==> src/rtl/lpa_pkg.sv <==
// ----------------------------------------------------------------------------
// LRU priority arbiter package
// Shared constants and types for the arbiter and its order cells.
// ----------------------------------------------------------------------------
`default_nettype none

package lpa_pkg;

  localparam int unsigned MaxRequesters = 16;
  localparam int unsigned IdxW = $clog2(MaxRequesters);
  localparam int unsigned CntW = $clog2(MaxRequesters + 1);
  localparam int unsigned CfgDataW = 5;
  localparam int unsigned CfgIdxW = 2;

  localparam logic [CfgIdxW-1:0] CFG_CHILD_COUNT = 2'd0;
  localparam logic [CfgIdxW-1:0] CFG_DYNAMIC_MODE = 2'd1;
  localparam logic [CfgIdxW-1:0] CFG_REVERSE_DIRECTION = 2'd2;

  typedef logic [IdxW-1:0] idx_t;
  typedef logic [CntW-1:0] cnt_t;
  typedef logic [MaxRequesters-1:0] mask_t;

  typedef struct packed {
    logic load;
    logic init;
    logic in_range;
    logic last;
    logic grant;
  } cell_ctl_t;

endpackage

`default_nettype wire

==> src/rtl/lpa_cell.sv <==
// ----------------------------------------------------------------------------
// LRU priority arbiter order cell
// Holds one place of the priority order, checks its requester and shifts
// toward the front when a grant is taken at or ahead of it.
// ----------------------------------------------------------------------------
`default_nettype none

module lpa_cell (
  input  wire                 clk_i,
  input  lpa_pkg::cell_ctl_t  ctl_i,
  input  lpa_pkg::idx_t       init_val_i,
  input  lpa_pkg::idx_t       nbr_i,
  input  lpa_pkg::mask_t      mask_i,
  input  wire                 found_i,
  input  lpa_pkg::idx_t       win_i,
  input  lpa_pkg::idx_t       winner_i,
  output lpa_pkg::idx_t       eff_o,
  output logic                found_o,
  output lpa_pkg::idx_t       win_o
);

  lpa_pkg::idx_t order_q, order_d;
  logic          hit;

  assign eff_o   = ctl_i.init ? init_val_i : order_q;
  assign hit     = ctl_i.in_range & mask_i[eff_o];
  assign found_o = found_i | hit;
  assign win_o   = (hit && !found_i) ? eff_o : win_i;

  always_comb begin
    if (ctl_i.grant && ctl_i.last) begin
      order_d = winner_i;
    end else if (ctl_i.grant && found_o && ctl_i.in_range) begin
      order_d = nbr_i;
    end else begin
      order_d = eff_o;
    end
  end

  always_ff @(posedge clk_i) begin
    if (ctl_i.load) begin
      order_q <= order_d;
    end
  end

endmodule

`default_nettype wire

==> src/rtl/lru_priority_arbiter_unit.sv <==
// ----------------------------------------------------------------------------
// LRU priority arbiter
// Grants one requester per item, by fixed priority or least recently granted.
// ----------------------------------------------------------------------------
// The block takes one request mask per cycle and returns its grant in the
// output register in the cycle after the item is accepted; a new item is taken
// whenever the output register is empty or being read. The dynamic order is
// held in a row of sixteen cells, and the longest path is the scan for the
// first requesting cell through that row followed by the shift of every cell
// at and behind the winner.
`default_nettype none

module lru_priority_arbiter_unit (
  input  wire                              clk_i,
  input  wire                              rst_ni,
  input  wire                              in_valid_i,
  output logic                             in_ready_o,
  input  wire [lpa_pkg::MaxRequesters-1:0] request_mask_i,
  output logic                             out_valid_o,
  input  wire                              out_ready_i,
  output logic                             grant_valid_o,
  output logic [3:0]                       grant_index_o,
  input  wire                              cfg_we_i,
  input  wire [lpa_pkg::CfgIdxW-1:0]       cfg_idx_i,
  input  wire [lpa_pkg::CfgDataW-1:0]      cfg_wdata_i
);

  localparam int unsigned N = lpa_pkg::MaxRequesters;

  logic [lpa_pkg::CfgDataW-1:0] child_count_q;
  logic                         dynamic_mode_q;
  logic                         reverse_q;
  logic                         built_q, built_d;
  logic                         out_valid_q;
  logic                         grant_valid_q;
  lpa_pkg::idx_t                grant_index_q;

  lpa_pkg::cnt_t  n_eff;
  logic           accept;
  logic           load;
  logic           use_init;
  lpa_pkg::idx_t  eff   [N];
  lpa_pkg::idx_t  win   [N+1];
  logic           found [N+1];
  lpa_pkg::idx_t  nbr   [N];
  lpa_pkg::idx_t  init_val [N];
  lpa_pkg::cell_ctl_t ctl [N];

  assign n_eff = (child_count_q > lpa_pkg::CfgDataW'(N)) ? lpa_pkg::CntW'(N)
                                                          : lpa_pkg::CntW'(child_count_q);

  assign in_ready_o = !out_valid_q || out_ready_i;
  assign accept     = in_valid_i && in_ready_o;
  assign use_init   = !dynamic_mode_q || !built_q;
  assign load       = accept && dynamic_mode_q && (n_eff != '0);

  assign found[0] = 1'b0;
  assign win[0]   = '0;

  for (genvar g = 0; g < N; g++) begin : g_cell
    lpa_pkg::cnt_t pos;
    assign pos = lpa_pkg::CntW'(g);
    assign init_val[g] = reverse_q ? lpa_pkg::IdxW'(n_eff - pos - lpa_pkg::CntW'(1))
                                   : lpa_pkg::IdxW'(pos);
    assign nbr[g] = (g == N - 1) ? '0 : eff[(g + 1) % N];
    assign ctl[g] = '{
      load:     load,
      init:     use_init,
      in_range: pos < n_eff,
      last:     pos == (n_eff - lpa_pkg::CntW'(1)),
      grant:    found[N]
    };

    lpa_cell u_cell (
      .clk_i      (clk_i),
      .ctl_i      (ctl[g]),
      .init_val_i (init_val[g]),
      .nbr_i      (nbr[g]),
      .mask_i     (request_mask_i),
      .found_i    (found[g]),
      .win_i      (win[g]),
      .winner_i   (win[N]),
      .eff_o      (eff[g]),
      .found_o    (found[g+1]),
      .win_o      (win[g+1])
    );
  end

  always_comb begin
    built_d = built_q;
    if (cfg_we_i && (cfg_idx_i == lpa_pkg::CFG_CHILD_COUNT ||
                     cfg_idx_i == lpa_pkg::CFG_DYNAMIC_MODE ||
                     cfg_idx_i == lpa_pkg::CFG_REVERSE_DIRECTION)) begin
      built_d = 1'b0;
    end else if (load) begin
      built_d = 1'b1;
    end
  end

  always_ff @(posedge clk_i or negedge rst_ni) begin
    if (!rst_ni) begin
      child_count_q  <= '0;
      dynamic_mode_q <= 1'b0;
      reverse_q      <= 1'b0;
    end else if (cfg_we_i) begin
      case (cfg_idx_i)
        lpa_pkg::CFG_CHILD_COUNT:       child_count_q  <= cfg_wdata_i;
        lpa_pkg::CFG_DYNAMIC_MODE:      dynamic_mode_q <= cfg_wdata_i[0];
        lpa_pkg::CFG_REVERSE_DIRECTION: reverse_q      <= cfg_wdata_i[0];
        default: ;
      endcase
    end
  end

  always_ff @(posedge clk_i or negedge rst_ni) begin
    if (!rst_ni) begin
      built_q     <= 1'b0;
      out_valid_q <= 1'b0;
    end else begin
      built_q <= built_d;
      if (accept) begin
        out_valid_q <= 1'b1;
      end else if (out_ready_i) begin
        out_valid_q <= 1'b0;
      end
    end
  end

  always_ff @(posedge clk_i) begin
    if (accept) begin
      grant_valid_q <= found[N];
      grant_index_q <= win[N];
    end
  end

  assign out_valid_o   = out_valid_q;
  assign grant_valid_o = grant_valid_q;
  assign grant_index_o = grant_index_q;

endmodule

`default_nettype wire

==> config.mk <==
export PLATFORM = sky130hd
export DESIGN_NAME = lru_priority_arbiter_unit
export DESIGN_NICKNAME = d
export VERILOG_FILES = /design/src/rtl/lpa_pkg.sv /design/src/rtl/lpa_cell.sv /design/src/rtl/lru_priority_arbiter_unit.sv
export SDC_FILE = /design/constraint.sdc
export NUM_CORES = 1
export LEC_CHECK = 0
export BUFFER_PORTS_ARGS = -buffer_cell sky130_fd_sc_hd__buf_2
export CAP_MARGIN = 20
export CORE_ASPECT_RATIO = 0.8
export CORE_MARGIN = 5
export CORE_UTILIZATION = 55
export CTS_BUF_LIST = sky130_fd_sc_hd__clkbuf_8
export DETAILED_ROUTE_END_ITERATION = 8
export PLACE_DENSITY = 0.72
export SYNTH_ARGS = -nofsm -noshare
export SYNTH_HDL_FRONTEND = slang
export SYNTH_SLANG_ARGS = --single-unit
export TNS_END_PERCENT = 100
==> constraint.sdc <==
create_clock -name clk_i -period 5.4 [get_ports clk_i]
set_input_delay 1.08 -clock clk_i [delete_from_list [all_inputs] [get_ports clk_i]]
set_output_delay 1.08 -clock clk_i [all_outputs]
set_load 0.01 [all_outputs]
==> impl_metrics.csv <==
group,metric,value,unit
outcome,status,"completed",
synth,ys.flop_type,"edfxtp_1",
route,drc,0,
route,wl_per_cell,32.2,um
critical_path,crit_fanout,31,
finish,seq_area,2300,um^2
die,dieArea,20300,um^2
clock_tree,clock_sinks,78,
die,die-width,158,um
finish,multi_input_area,6760,um^2
clock_tree,cts_tree,"built",
synth,synth.avg_cell_area,8.47,um^2
critical_path,reg2reg_to,"g_cell[8].u_cell.order_q[2]",
global_routing,gr-usage-all-layers,0.431,
placement,portBuffers,34,
finish,antennaDiodeCount,0,
critical_path,critPathMaxStageDelay,0.72,ns
critical_path,rr_startpoint,"dynamic_mode_q",
die,core_region_area,17300,um^2
critical_path,crit_required,5.54,ns
power_and_ir_drop,total_power,0.00574,W
power_and_ir_drop,power_density,553,nW/um^2
placement,dp.cells,1378,
synth,synth.distinct_cells,102,
timing,slew_violations,0,
critical_path,path_common_cell,"buf_4",
finish,final_util,0.601,
die,start_util,0.558,
critical_path,path_class,"reg2reg",
global_routing,grt_overflow,0,
finish,layout.nets,1207,
synth,synth_edf_count,69,
clock_tree,clockBufferDepth,2,
route,drtPass1Iterations,7,
timing,fmax,191,MHz
die,die_h,128,um
global_routing,grt_pass1_wl,64500,um
finish,nFillCells,1576,
die,rows,43,
clock_tree,cts_buffers,9,
timing,rsz0062_at_grt,"false",
power_and_ir_drop,peakVddDrop,0.358,mV
synth,synth-seq-cells,78,
run,drv_cap,0,
min_path,min_path_type,"in2async",
power_and_ir_drop,cellLeakagePower,4.12,nW
timing,fin_tns_setup,0,ns
synth,syn_inst,1137,
critical_path,critPathLaunchType,"flip-flop",
route,ant_nets,0,
timing,setup_viol,0,
finish,syn2layout_area_growth,7.85,%
finish,mostFrequentLayoutCells,"nand2_1, nor2_1, mux2i_1",
critical_path,worst_setup_path_end_kind,"flip-flop",
critical_path,r2r_cells,16,
critical_path,reg2reg_slack,0.15,ns
synth,yosysWarnings,0,
finish,final_cells,1396,
global_routing,grt_antenna_before_repair,0,
clock_tree,root_buffer,"clkbuf_8",
global_routing,grt_max_degree,40,
synth,syn_area,9630,um^2
synth,ys_async_sr_fraction,0.115,
timing,tightestPinTransition,0.978,ns
placement,gp_congestion,1.10,
route,vias,10900,
clock_tree,htree_levels,3,
route,via_per_inst,7.81,
route,routed_wl,44900,um
die,ios,35,
critical_path,cp_data_arrival_time,5.38,ns
timing,fin_skew,0.0184,ns
timing,period_minus_slack,5.25,ns
clock_tree,cts_hold_buf,0,
finish,drive_gt1_frac,0.193,
global_routing,grt_pass1_vias,9869,
timing,maxSlewHeadroom,0.347,
timing,finalCritPeriodShare,0.972,
finish,layout_commonest_cell,"nand2_1",
clock_tree,clk_pin_slew,0.11,ns
synth,seq_area_frac_synth,0.239,
synth,syn-num-nets,1178,
timing,hold_viol,0,
placement,dp_hpwl,31500,um
critical_path,slowest_stage,"dfrtp_1",
clock_tree,cts_setup_buffers,0,
critical_path,cp_cell_sequence,"and2_4, buf_4, mux2i_1, or4bb_1, nand4b_1, mux2_4, a21boi_2, buf_4, and2_1, buf_4, nand2_1, o32ai_1, a22oi_1, o21ai_2, buf_4, a22oi_1",
clock_tree,clkLatencyLatePin,0.40,ns
route,dr.first_iter.drc_count,1929,
## synth_stat cells (all sizes together) (6+ instances only)
| cell type | n | area (um^2) |
|---|---|---|
| nand2 | 131 | 509 |
| nor2 | 87 | 327 |
| mux2i | 81 | 811 |
| o21ai | 79 | 422 |
| edfxtp | 69 | 2070 |
| a21oi | 68 | 348 |
| o211ai | 64 | 485 |
| buf | 59 | 403 |
| a22oi | 36 | 327 |
| clkbuf | 32 | 120 |
| nand3 | 30 | 150 |
| inv | 26 | 97.6 |
| o22ai | 24 | 163 |
| mux2 | 23 | 263 |
| a31oi | 18 | 113 |
| nor3 | 17 | 111 |
| a22o | 16 | 141 |
| mux4 | 15 | 338 |
| a211oi | 14 | 120 |
| nand2b | 14 | 90.1 |
| a21boi | 13 | 131 |
| and2 | 13 | 86.3 |
| ha | 13 | 163 |
| nand3b | 13 | 97.6 |
| o21a | 10 | 75.1 |
| dfrtp | 9 | 225 |
| nand4 | 9 | 56.3 |
| nor2b | 9 | 56.3 |
| o2111ai | 9 | 78.8 |
| a221oi | 8 | 87.6 |
| and3 | 8 | 50.1 |
| a21o | 7 | 52.6 |
| a2bb2oi | 7 | 73.8 |
| o221ai | 7 | 61.3 |
| a211o | 6 | 52.6 |
| a311oi | 6 | 58.8 |
| o31ai | 6 | 50.1 |
| xnor2 | 6 | 60.1 |
## layer usage
metal | vias up | GRT usage | part of all wire
met5 | - | 0 | 0.0015
met4 | 2 | 0.238 | 0.072
met3 | 256 | 0.165 | 0.18
met2 | 1139 | 0.563 | 0.37
met1 | 4997 | 0.608 | 0.38
li1 | 4508 | - | -
## worst max-delay path: cells and delay by family, from the launching register on
kind            cells  cell delay, ns
mux                 2            0.39
flops               1            0.72
simple gates        5            1.47
buf+inv             4            1.02
compound gates      5            1.37
## metrics by stage
stage / area, um^2 / hold slack (ns) / setup WS [ns]
2_1_floorplan: 9630 / 0.482 / 0.154
3_3_place_gp: 10100 / 0.506 / 0.100
3_5_place_dp: 10100 / 0.515 / 0.0184
4_1_cts: 10400 / 0.519 / 0.135
5_1_grt: 10400 / 0.509 / 0.0914
6_report: 10400 / 0.523 / 0.153
## what timing repair did
action | CTS | global route
gates resized for setup | 0 | 4
pin swaps | 1 | 1
endpoints found under the setup margin | 1 | 25
gates cloned | 1 | 1
## where the power goes
group          switching [W]  total (W)  internal (W)  leakage [nW]
sequential         0.0000805   0.000955      0.000875         0.738
combinational        0.00283    0.00426       0.00143          3.27
clock               0.000302   0.000527      0.000226         0.105
total                0.00321    0.00574       0.00253          4.12
## kinds of logic after synthesis
kind of cell	count (synthesis)	share of synthesized area
compound gates	443	0.342
xor+xnor	9	0.00897
buf+inv	118	0.0650
simple gates	357	0.182
flops	78	0.239
mux	119	0.147
fa+ha+maj	13	0.0169
## sequential cells by signal, summed over array words and instances, names as in the netlist
register               cells
grant_index_o              4
out_valid_o                1
reverse_q                  1
g_cell.u_cell.order_q     64
child_count_q              5
dynamic_mode_q             1
built_q                    1
grant_valid_o              1
## worst max-delay path by stage
stage / depth (start not counted) / startpoint / end / slack [ns]
floorplan: 4 / out_ready_i / g_cell[0].u_cell.order_q[0] / 0.15
global placement: 13 / built_q / g_cell[0].u_cell.order_q[0] / 0.10
detailed placement: 13 / built_q / g_cell[0].u_cell.order_q[0] / 0.02
CTS: 13 / built_q / g_cell[0].u_cell.order_q[0] / 0.14
global route: 18 / child_count_q[4] / g_cell[0].u_cell.order_q[1] / 0.09
finish: 16 / dynamic_mode_q / g_cell[8].u_cell.order_q[2] / 0.15
## cell type report
cell class                      count  share of cell area
Multi-Input combinational cell    943               0.651
Sequential cell                    78               0.221
Timing Repair Buffer              107              0.0704
Tap cell                          225              0.0271
Clock buffer                        9              0.0119
Inverter                           27             0.00988
Clock inverter                      7             0.00831
No activity file was read; power rests on OpenSTA's default activity.
